### src/design/rbdc_pkg.sv
// Package with request codes, the result record and defaults for the ring buffer DMA chunker.
`timescale 1ns / 1ps
`default_nettype none
package rbdc_pkg;

    localparam int BUF_DEPTH_DEFAULT = 256;

    localparam logic [1:0] REQ_PUT   = 2'd0;
    localparam logic [1:0] REQ_START = 2'd1;
    localparam logic [1:0] REQ_DONE  = 2'd2;
    localparam logic [1:0] REQ_FETCH = 2'd3;

    typedef struct packed {
        logic       valid;
        logic       status;
        logic       launch;
        logic [7:0] offset;
        logic [8:0] count;
        logic [8:0] fill;
        logic       idle;
        logic       fetch;
    } rbdc_result_t;

endpackage
`default_nettype wire

### src/design/ring_buffer_dma_chunker.sv
// Top level of the transmit ring buffer that hands contiguous chunks to a DMA engine.
//
//   Channel   Handshake        Payload
//   command   start / busy     req_type, data_byte, fetch_index
//   result    done (strobe)    status, launch, launch_offset, launch_count,
//                              read_data, fill_level, engine_idle
//
// Every transaction is registered, and its result appears in the next cycle.
// Busy is never raised, so a command may be issued in every cycle.
// The rate is set by the single byte store write port and one registered read port.
// Reset clears the indices, the fill level and the chunk size and leaves the engine idle.
// The byte store is not cleared; the receiver cannot stall results.
`timescale 1ns / 1ps
`default_nettype none
module ring_buffer_dma_chunker #(
    parameter int BUF_DEPTH = rbdc_pkg::BUF_DEPTH_DEFAULT
) (
    input  wire logic       clk,
    input  wire logic       rst_n,
    input  wire logic       start,
    output logic            busy,
    input  wire logic [1:0] req_type,
    input  wire logic [7:0] data_byte,
    input  wire logic [7:0] fetch_index,
    output logic            done,
    output logic            status,
    output logic            launch,
    output logic [7:0]      launch_offset,
    output logic [8:0]      launch_count,
    output logic [7:0]      read_data,
    output logic [8:0]      fill_level,
    output logic            engine_idle
);
    import rbdc_pkg::*;

    localparam int AW = $clog2(BUF_DEPTH);

    logic          accept;
    logic          wr_en;
    logic [AW-1:0] wr_addr;
    logic          rd_en;
    logic [7:0]    rd_data;
    rbdc_result_t  result;

    assign busy   = 1'b0;
    assign accept = start && !busy;

    rbdc_ctrl #(
        .BUF_DEPTH (BUF_DEPTH)
    ) u_ctrl (
        .clk      (clk),
        .rst_n    (rst_n),
        .accept   (accept),
        .req_type (req_type),
        .wr_en    (wr_en),
        .wr_addr  (wr_addr),
        .rd_en    (rd_en),
        .result   (result)
    );

    rbdc_store #(
        .BUF_DEPTH (BUF_DEPTH)
    ) u_store (
        .clk       (clk),
        .wr_en     (wr_en),
        .wr_addr   (wr_addr),
        .wr_data   (data_byte),
        .rd_en     (rd_en),
        .rd_offset (fetch_index),
        .rd_data   (rd_data)
    );

    assign done          = result.valid;
    assign status        = result.status;
    assign launch        = result.launch;
    assign launch_offset = result.offset;
    assign launch_count  = result.count;
    assign read_data     = result.fetch ? rd_data : 8'd0;
    assign fill_level    = result.fill;
    assign engine_idle   = result.idle;

    // A launched chunk leaves the engine busy.
    a_launch_not_idle: assert property (@(posedge clk) disable iff (!rst_n)
        (done && launch) |-> !engine_idle)
        else $error("launch reported with the engine idle");

    // A launched chunk is never empty and never exceeds the fill level.
    a_launch_count: assert property (@(posedge clk) disable iff (!rst_n)
        (done && launch && BUF_DEPTH <= 256) |->
            (launch_count != 9'd0 && launch_count <= fill_level))
        else $error("launched chunk size out of range");

    // Every accepted transaction gives exactly one result in the next cycle.
    a_one_result: assert property (@(posedge clk) disable iff (!rst_n)
        accept |=> done)
        else $error("accepted transaction without a result");

    // Overflow is only reported by a result that launches nothing.
    a_overflow_quiet: assert property (@(posedge clk) disable iff (!rst_n)
        (done && status) |-> (!launch && read_data == 8'd0))
        else $error("overflow result carries other activity");

endmodule
`default_nettype wire

### src/design/rbdc_store.sv
// Byte store of the ring buffer with one write port and one registered read port.
`timescale 1ns / 1ps
`default_nettype none
module rbdc_store #(
    parameter int BUF_DEPTH = rbdc_pkg::BUF_DEPTH_DEFAULT
) (
    input  wire logic                         clk,
    input  wire logic                         wr_en,
    input  wire logic [$clog2(BUF_DEPTH)-1:0] wr_addr,
    input  wire logic [7:0]                   wr_data,
    input  wire logic                         rd_en,
    input  wire logic [7:0]                   rd_offset,
    output logic [7:0]                        rd_data
);
    import rbdc_pkg::*;

    localparam int AW = $clog2(BUF_DEPTH);

    logic [7:0]    byte_store_mem [BUF_DEPTH];
    logic [AW-1:0] fold_tab [256];
    logic [7:0]    rd_data_reg;

    // The fetch offset wraps modulo the depth; the table is fixed at elaboration.
    for (genvar i = 0; i < 256; i++) begin : g_fold
        assign fold_tab[i] = AW'(i % BUF_DEPTH);
    end

    always_ff @(posedge clk)
    begin
        if (wr_en)
        begin
            byte_store_mem[wr_addr] <= wr_data;
        end
        if (rd_en)
        begin
            rd_data_reg <= byte_store_mem[fold_tab[rd_offset]];
        end
    end

    assign rd_data = rd_data_reg;

endmodule
`default_nettype wire

### src/design/rbdc_ctrl.sv
// Index, fill and chunk bookkeeping of the ring buffer, with the registered result record.
`timescale 1ns / 1ps
`default_nettype none
module rbdc_ctrl #(
    parameter int BUF_DEPTH = rbdc_pkg::BUF_DEPTH_DEFAULT
) (
    input  wire logic                         clk,
    input  wire logic                         rst_n,
    input  wire logic                         accept,
    input  wire logic [1:0]                   req_type,
    output logic                              wr_en,
    output logic [$clog2(BUF_DEPTH)-1:0]      wr_addr,
    output logic                              rd_en,
    output rbdc_pkg::rbdc_result_t            result
);
    import rbdc_pkg::*;

    localparam int AW = $clog2(BUF_DEPTH);
    localparam int CW = $clog2(BUF_DEPTH + 1);
    localparam logic [CW-1:0] DEPTH_C = CW'(BUF_DEPTH);
    localparam logic [AW-1:0] LAST_IDX = AW'(BUF_DEPTH - 1);

    logic [AW-1:0] write_index_reg, write_index_next;
    logic [AW-1:0] read_index_reg, read_index_next;
    logic [CW-1:0] held_count_reg, held_count_next;
    logic [CW-1:0] chunk_size_reg, chunk_size_next;
    logic          idle_reg, idle_next;
    rbdc_result_t  result_reg, result_next;

    logic [CW-1:0] held_after;
    logic [CW-1:0] read_sum;
    logic [AW-1:0] read_after;
    logic [AW-1:0] base_read;
    logic [CW-1:0] base_held;
    logic [CW-1:0] to_end;
    logic [CW-1:0] candidate;
    logic          launched;
    logic          full;

    always_comb
    begin
        full       = (held_count_reg == DEPTH_C);
        held_after = held_count_reg - chunk_size_reg;
        read_sum   = CW'(read_index_reg) + chunk_size_reg;
        read_after = (read_sum == DEPTH_C) ? '0 : read_sum[AW-1:0];
        base_read  = (req_type == REQ_DONE) ? read_after : read_index_reg;
        base_held  = (req_type == REQ_DONE) ? held_after : held_count_reg;
        to_end     = DEPTH_C - CW'(base_read);
        candidate  = (base_held < to_end) ? base_held : to_end;

        write_index_next = write_index_reg;
        read_index_next  = read_index_reg;
        held_count_next  = held_count_reg;
        chunk_size_next  = chunk_size_reg;
        idle_next        = idle_reg;
        launched         = 1'b0;
        wr_en            = 1'b0;
        rd_en            = 1'b0;
        wr_addr          = write_index_reg;
        result_next      = result_reg;
        result_next.valid = 1'b0;

        if (accept)
        begin
            unique case (req_type)
                REQ_PUT:
                begin
                    if (!full)
                    begin
                        wr_en            = 1'b1;
                        write_index_next = (write_index_reg == LAST_IDX) ? '0
                                         : write_index_reg + AW'(1);
                        held_count_next  = held_count_reg + CW'(1);
                    end
                end
                REQ_START:
                begin
                    if (idle_reg)
                    begin
                        chunk_size_next = candidate;
                        if (candidate != '0)
                        begin
                            idle_next = 1'b0;
                            launched  = 1'b1;
                        end
                    end
                end
                REQ_DONE:
                begin
                    if (!idle_reg)
                    begin
                        held_count_next = held_after;
                        read_index_next = read_after;
                        if (held_after == '0)
                        begin
                            idle_next = 1'b1;
                        end
                        else
                        begin
                            chunk_size_next = candidate;
                            if (candidate != '0)
                            begin
                                launched = 1'b1;
                            end
                            else
                            begin
                                idle_next = 1'b1;
                            end
                        end
                    end
                end
                REQ_FETCH:
                begin
                    rd_en = 1'b1;
                end
                default:
                begin
                    rd_en = 1'b0;
                end
            endcase

            result_next.valid  = 1'b1;
            result_next.status = (req_type == REQ_PUT) && full;
            result_next.launch = launched;
            result_next.offset = launched ? 8'(read_index_next) : 8'd0;
            result_next.count  = launched ? 9'(chunk_size_next) : 9'd0;
            result_next.fill   = 9'(held_count_next);
            result_next.idle   = idle_next;
            result_next.fetch  = (req_type == REQ_FETCH);
        end
    end

    always_ff @(posedge clk or negedge rst_n)
    begin
        if (!rst_n)
        begin
            write_index_reg <= '0;
            read_index_reg  <= '0;
            held_count_reg  <= '0;
            chunk_size_reg  <= '0;
            idle_reg        <= 1'b1;
            result_reg      <= '0;
        end
        else
        begin
            write_index_reg <= write_index_next;
            read_index_reg  <= read_index_next;
            held_count_reg  <= held_count_next;
            chunk_size_reg  <= chunk_size_next;
            idle_reg        <= idle_next;
            result_reg      <= result_next;
        end
    end

    assign result = result_reg;

endmodule
`default_nettype wire
### config.mk
export PLATFORM = sky130hd
export DESIGN_NAME = ring_buffer_dma_chunker
export DESIGN_NICKNAME = d
export VERILOG_FILES = /design/src/design/rbdc_pkg.sv /design/src/design/ring_buffer_dma_chunker.sv /design/src/design/rbdc_store.sv /design/src/design/rbdc_ctrl.sv
export SDC_FILE = /design/constraint.sdc
export NUM_CORES = 2
export LEC_CHECK = 0
export BUFFER_PORTS_ARGS = -buffer_cell sky130_fd_sc_hd__buf_2
export CAP_MARGIN = 20
export CORE_MARGIN = 1.5
export CORE_UTILIZATION = 52
export DETAILED_ROUTE_END_ITERATION = 7
export HOLD_SLACK_MARGIN = 0.15
export PLACE_DENSITY = 0.67
export SYNTH_ARGS = -nofsm -noshare
export SYNTH_HDL_FRONTEND = slang
export SYNTH_SLANG_ARGS = --single-unit
### constraint.sdc
create_clock -name clk -period 11.37 [get_ports clk]
set_input_delay 2.274 -clock clk [delete_from_list [all_inputs] [get_ports clk]]
set_output_delay 2.274 -clock clk [all_outputs]
set_load 0.01 [all_outputs]
; ---- Word-level counts from Yosys, hierarchy flattened
; Memory sizes are Yosys's and may differ from the RTL's. A register that Yosys moved wholly into a read port is not among the register bits.
; Cells that the tools add are included.
[word_totals]
mem_count = 2
word_cells = 72
register_bits = 57
output_inout_bits = 39
ramBits = 2048
in_bits = 21
rom_bits = 2048
[mem_list]
columns = name, words, width, read_ports, rd_clocked_by_memory_dff, write_ports, line_no
row1 = (no name shown), 256, 8, 1, 0, 0, rbdc_store.sv:36  ; rd_data_reg <= byte_store_mem[fold_tab[rd_offset]];
row2 = u_store.byte_store_mem, 256, 8, 1, 1, 1, rbdc_store.sv:19  ; logic [7:0] byte_store_mem [BUF_DEPTH];
[op_classes]
eq_ne = 6
reduce_logical = 5
add_sub_neg = 5
mux = 38
n_lt_le_gt_ge = 2
bitwise = 2
[ops]
columns = operator, count
row1 = 8-bit two-way mux, 9
row2 = 9-bit two-way mux, 8
row3 = 9-bit one-hot mux with 2 select lines, 2
row4 = 31-bit two-way mux, 1
row5 = "9-bit equality test, second input constant", 2
row6 = 1-bit two-way mux, 16
row7 = 8-bit by 9-bit adder with 9-bit output, 1
row8 = "9-bit by 1-bit adder with 9-bit output, second input constant", 1
row9 = "9-bit greater-or-equal comparator, second input constant", 1
row10 = 9-bit zero test, 1
row11 = 9-bit < comparator, 1
row12 = 8-bit NOT with 9-bit output, 1
row13 = 9-bit nonzero test, 1
row14 = "9-bit by 8-bit subtractor with 9-bit output, first input constant", 1
row15 = 9-bit subtractor, 1
row16 = "8-bit by 1-bit adder with 8-bit output, second input constant", 1
row17 = "8-bit equality test, second input constant", 1
row18 = "2-bit equality test, second input constant", 2
row19 = 1-bit one-hot mux with 2 select lines, 2
row20 = 3-bit AND reduction, 1
row21 = "2-bit by 1-bit equality test with 1-bit output, second input constant", 1
row22 = 2-bit zero test, 1
row23 = 1-bit logical AND, 1
row24 = 1-bit NOT, 1

; ---- Longest topological paths before layout
[depth]
word_depth = 15
ltp_mapped = 23
mapped_depth_nobuf = 18

; ---- Hierarchy
; A second synthesis with hierarchy kept.
[hier_totals]
cells_unflattened = 4204
area_unflattened_um2 = 84589.9
[modules_own_cells]
columns = module, n_inst, area_per_inst_um2, seq_area_each_um2, cells_per_inst
row1 = rbdc_store, 1, 79891.6, 61739.2, 3664
row2 = rbdc_ctrl, 1, 4636.9, 1427.6, 530
row3 = ring_buffer_dma_chunker, 1, 61.3, 0.0, 10

; ---- Worst setup path before layout
; No wires, ideal clock.
[synth_timing]
path_kind = input-to-reg
start = input port req_type[0]
end = register u_ctrl.result_reg, in the netlist u_ctrl.result[11]
t_arrival_ns = 6.697
cell_stages = 23
slack_ns = 4.538
setup_time_ns = 0.135
t_required_ns = 11.235
path_buffers = 5
cell_sequence = inv_1 -> ha_1 -> buf_2 -> buf_2 -> buf_1 -> clkbuf_1 -> mux2i_1 -> ha_1 -> o211ai_1 -> a211oi_1 -> xor2_1 -> inv_1 -> ha_1 -> a21o_1 -> a21oi_1 -> nand2_1 -> o221ai_1 -> or4bb_1 -> a2111oi_1 -> o21ai_1 -> nand3b_2 -> buf_4 -> o22ai_1
[synth_via]
elab_chain_len = 12
elab_cells_between_ends = 19
cone_classes = add/sub (1) / order compare (1) / eq/ne (2) / mux (14) / reduce/logical (1)
[synth_rtl]
columns = item, line_no
row1 = start: declaration, ring_buffer_dma_chunker.sv:22  ; input wire logic [1:0] req_type,
row2 = 2-bit equality test, "rbdc_ctrl.sv:46, rbdc_ctrl.sv:47, rbdc_ctrl.sv:65"
row3 = 8-bit two-way mux, rbdc_ctrl.sv:46  ; base_read = (req_type == REQ_DONE) ? read_after : read_index_reg;
row4 = 9-bit by 8-bit subtractor with 9-bit output, rbdc_ctrl.sv:48  ; to_end = DEPTH_C - CW'(base_read);
row5 = 9-bit < comparator, rbdc_ctrl.sv:49  ; candidate = (base_held < to_end) ? base_held : to_end;
row6 = 9-bit two-way mux, rbdc_ctrl.sv:49
row7 = 9-bit nonzero test, "rbdc_ctrl.sv:81, rbdc_ctrl.sv:101"
row8 = 1-bit two-way mux, "rbdc_ctrl.sv:81, rbdc_ctrl.sv:101"
row9 = 1-bit two-way mux, rbdc_ctrl.sv:94  ; if (held_after == '0)
row10 = 1-bit two-way mux, rbdc_ctrl.sv:90  ; if (!idle_reg)
row11 = 1-bit one-hot mux with 2 select lines, rbdc_ctrl.sv:65  ; unique case (req_type)
row12 = 1-bit two-way mux, rbdc_ctrl.sv:63  ; if (accept)
row13 = 9-bit two-way mux *, rbdc_ctrl.sv:126  ; result_next.count = launched ? 9'(chunk_size_next) : 9'd0;
row14 = end signal: assignment, rbdc_ctrl.sv:151  ; result_reg <= result_next;
row15 = end: declaration, rbdc_ctrl.sv:28  ; rbdc_result_t result_reg, result_next;
; Mark *: on every way between the ends. The rest lies on a longest branch, timed or not. The select of a mux whose other input is x is not followed.
; A chain may end at the register's enable or synchronous reset.

; ---- Final worst setup path
[layout_timing]
start = input port req_type[0]
end = register u_ctrl.result_reg, in the netlist u_ctrl.result[22]
[layout_via]
elab_chain_len = 12
elab_cells_between_ends = 16
cone_classes = add/sub (1) / order compare (1) / eq/ne (2) / mux (11) / reduce/logical (1)
[layout_rtl]
columns = item, line_no
row1 = 2-bit equality test, "rbdc_ctrl.sv:46, rbdc_ctrl.sv:47, rbdc_ctrl.sv:65"
row2 = 8-bit two-way mux, rbdc_ctrl.sv:46
row3 = 9-bit by 8-bit subtractor with 9-bit output, rbdc_ctrl.sv:48
row4 = 9-bit < comparator, rbdc_ctrl.sv:49
row5 = 9-bit two-way mux, rbdc_ctrl.sv:49
row6 = 9-bit nonzero test, "rbdc_ctrl.sv:81, rbdc_ctrl.sv:101"
row7 = 1-bit two-way mux, "rbdc_ctrl.sv:81, rbdc_ctrl.sv:101"
row8 = 1-bit two-way mux, rbdc_ctrl.sv:94
row9 = 1-bit two-way mux, rbdc_ctrl.sv:90
row10 = 1-bit one-hot mux with 2 select lines, rbdc_ctrl.sv:65
row11 = 1-bit two-way mux, rbdc_ctrl.sv:63
row12 = 8-bit two-way mux *, rbdc_ctrl.sv:125  ; result_next.offset = launched ? 8'(read_index_next) : 8'd0;
; Marks and branches as above.

==> results.ini <==
[pwr]
p_clk_frac = 0.381
power_density_mw_per_mm2 = 183
leakage_nw = 28.7
switchingPower_mw = 4.02
seqPwrFrac = 0.514
internal_power_mw = 12.9
p_comb_frac = 0.104
vdd_ir_drop_max_uv = 201
switching_share = 0.237

[logic_synthesis]
synthAdderAreaFrac = 0.00571
synth-simple-area-share = 0.0246
syn_nets = 3855
synthMuxAreaShare = 0.185
synth_edf_count = 2056
synth.area.top_cells = edfxtp_1, mux4_2, dfrtp_1
synth-xor-area-share = 0.00215
ys.flop_type = edfxtp_1
yosysWarnings = 0
synth_compound_area_frac = 0.0122
async_reset_ff_frac = 0.0270
netlist_area_mm2 = 0.0837
yosysTopAreaCell = edfxtp_1
synth_seq_cells = 2113
ys_seq_area_frac = 0.755
synth_top_family_by_area = multiplexers
avgSynthCellArea_um2 = 22.0
synth_cell_types = 66
yosysTopAreaCellShare = 0.738
syn_inst = 3797

[layout]
final_cell_mix = edfxtp_1, mux4_2, nor2_1
largest_reg_flops = 2048
fillCellCount = 11400
multi_input_area_mm2 = 0.0192
layout_commonest_cell = edfxtp_1
area_growth_pct = 10.6
register_area_mm2 = 0.0632
drive_gt1_frac = 0.271
nets = 3932

[global_routing]
grt_use_total = 0.231
grt_pass1_vias = 38300
grt_pass1_wl_um = 271000
grt_max_degree = 148
antenna_found_initial = 8
grt-ovfl-total = 0

[routing]
drtIter0Drc = 4578
wl_per_cell_um = 30.2
drt-pass1-iter-count = 5
wirelength_um = 187000
viasPerCell = 6.23
via_count = 38700
ant_nets = 0
route.detailed.drc = 0

[cts]
htreeDepth = 4
cts.sinks = 2113
post_cts_resized = 0
insertion_delay_ns = 0.86
post-cts-setup-buffers = 0
cts_root_buf = clkbuf_16
hold_buffers = 0
clk_pin_slew_ns = 0.06
clockBufferDepth = 3
cts_buffers = 202
cts_tree = done

[floorplan]
dieArea_mm2 = 0.163
initial_utilization = 0.523
ios = 60
core_area_mm2 = 0.160
rows = 147
die_height_um = 404
die_w_um = 404

[timing]
tns_ns = 0
tightest_slew_ns = 1.23
fin_skew_ns = 0.0567
finalHoldViolCount = 0
max_freq_mhz = 162
relSlewSlack = 0.179
drv_slew = 0
final-setup-viol-count = 0
grt_setup_unrepaired = no
period_minus_slack_ns = 6.18
timing.final.ws_setup_ns = 5.19
finalCritPeriodShare = 0.543

[worst_hold_path]
worstHoldPathType = reg -> reg

[place]
dp_hpwl_um = 111000
place_congestion = 0.828
port_buffers = 58
place_ws_ns = 4.33

[setup_path]
worstPathRequired_ns = 12.06
critPathLaunchType = input pin
arrival_ns = 6.87
worstPathMaxFanout = 43
path_class = in -> reg
worstSetupEndpointType = register

[run]
cap_viol_max_count = 0

[status]
outcome = complete, no violations

final cells by class:
class | count | share of cell area
flip-flops and latches | 2113 | 0.682
multi-input cells | 1395 | 0.208
clock buffers | 246 | 0.0573
well taps | 2160 | 0.0292
clock inverters | 123 | 0.0115
repair buffers | 111 | 0.0100
inverters | 51 | 0.00207
diodes | 3 | 0.0000811
per-stage QoR:
step,utilization,total power [mW],hold slack [ns],instance area [um2],instances
floorplan,-,10.1,0.505,83700,3797
global placement,0.538,10.6,0.492,86200,5827
detailed placement,0.538,10.6,0.497,86200,5828
CTS,0.578,17.0,0.510,92600,6197
global route,0.578,17.5,0.531,92600,6199
finish,0.578,16.9,0.505,92600,6202
cell usage after synthesis, drive strengths merged (4+ instances only):
library cell,count
and2,13
or2,7
nor4,4
ha,35
nand4,6
a211oi,10
nor2b,7
o221ai,5
a31oi,4
inv,51
or3,4
nand3b,6
mux2i,10
a21oi,33
dfrtp,56
a21o,6
xor2,7
mux2,8
nand2b,7
mux4,680
o211ai,7
buf,104
o21ai,45
clkbuf,134
o22ai,19
nand2,97
and3,7
nand3,21
a22oi,6
xnor2,11
edfxtp,2056
nor3,6
nor2,286
power groups by stage:
stage	logic [mW]	registers (mW)	clock network, mW
after detailed placement	1.77	8.87	0
after floorplan	1.22	8.84	0
after global placement	1.75	8.87	0
after CTS	1.78	8.71	6.54
final	1.77	8.71	6.46
after global routing	1.93	8.72	6.83
logic make-up after synthesis:
family / count (synthesis)
AO/OA/AOI/OAI: 160
XOR/XNOR: 19
adder cells (fa/ha/maj): 37
buffers and inverters: 289
flip-flops: 2113
multiplexers: 698
other: 1
AND/OR/NAND/NOR: 480
per-layer routing:
layer / vias to the layer above / track usage / wire length, um
li1: 16000 / - / -
met1: 20800 / 0.343 / 77600
met2: 1575 / 0.363 / 91600
met3: 223 / 0.0370 / 13900
met4: 0 / 0.0559 / 3910
met5: - / 0 / 0
worst max-delay path: stages:
cell and delay (ns):
buf_2 0.12, inv_1 0.08, ha_1 0.15, buf_4 0.39, mux2i_1 0.33, ha_1 0.24
o211ai_1 0.14, a211oi_1 0.47, xor2_1 0.24, inv_1 0.07, ha_1 0.29, a21o_1 0.11
a21oi_1 0.08, nand2_1 0.08, o221ai_1 0.10, buf_4 0.21, or4bb_1 0.49, a2111oi_1 0.32
o21ai_1 0.18, nand3b_2 0.34, o22ai_1 0.16
worst paths after layout:
path                                                      start                       endpoint  slack, ns  cells past startpoint
max                                                 req_type[0]  u_ctrl.result[22]$_DFFE_PN0P_       5.19                     21
min                                u_ctrl.result[1]$_DFFE_PN0P_   u_ctrl.result[1]$_DFFE_PN0P_       0.51                      1
max reg2reg                u_ctrl.chunk_size_reg[0]$_DFFE_PN0P_  u_ctrl.result[22]$_DFFE_PN0P_       5.97                     19
min reg2reg                        u_ctrl.result[1]$_DFFE_PN0P_   u_ctrl.result[1]$_DFFE_PN0P_       0.51                      1
max in group asynchronous                                 rst_n  u_ctrl.wr_addr[2]$_DFFE_PN0P_       9.16                      2
min in group asynchronous                                 rst_n  u_ctrl.result[25]$_DFFE_PN0P_       1.63                      2
(Power assumes the default switching activity.)
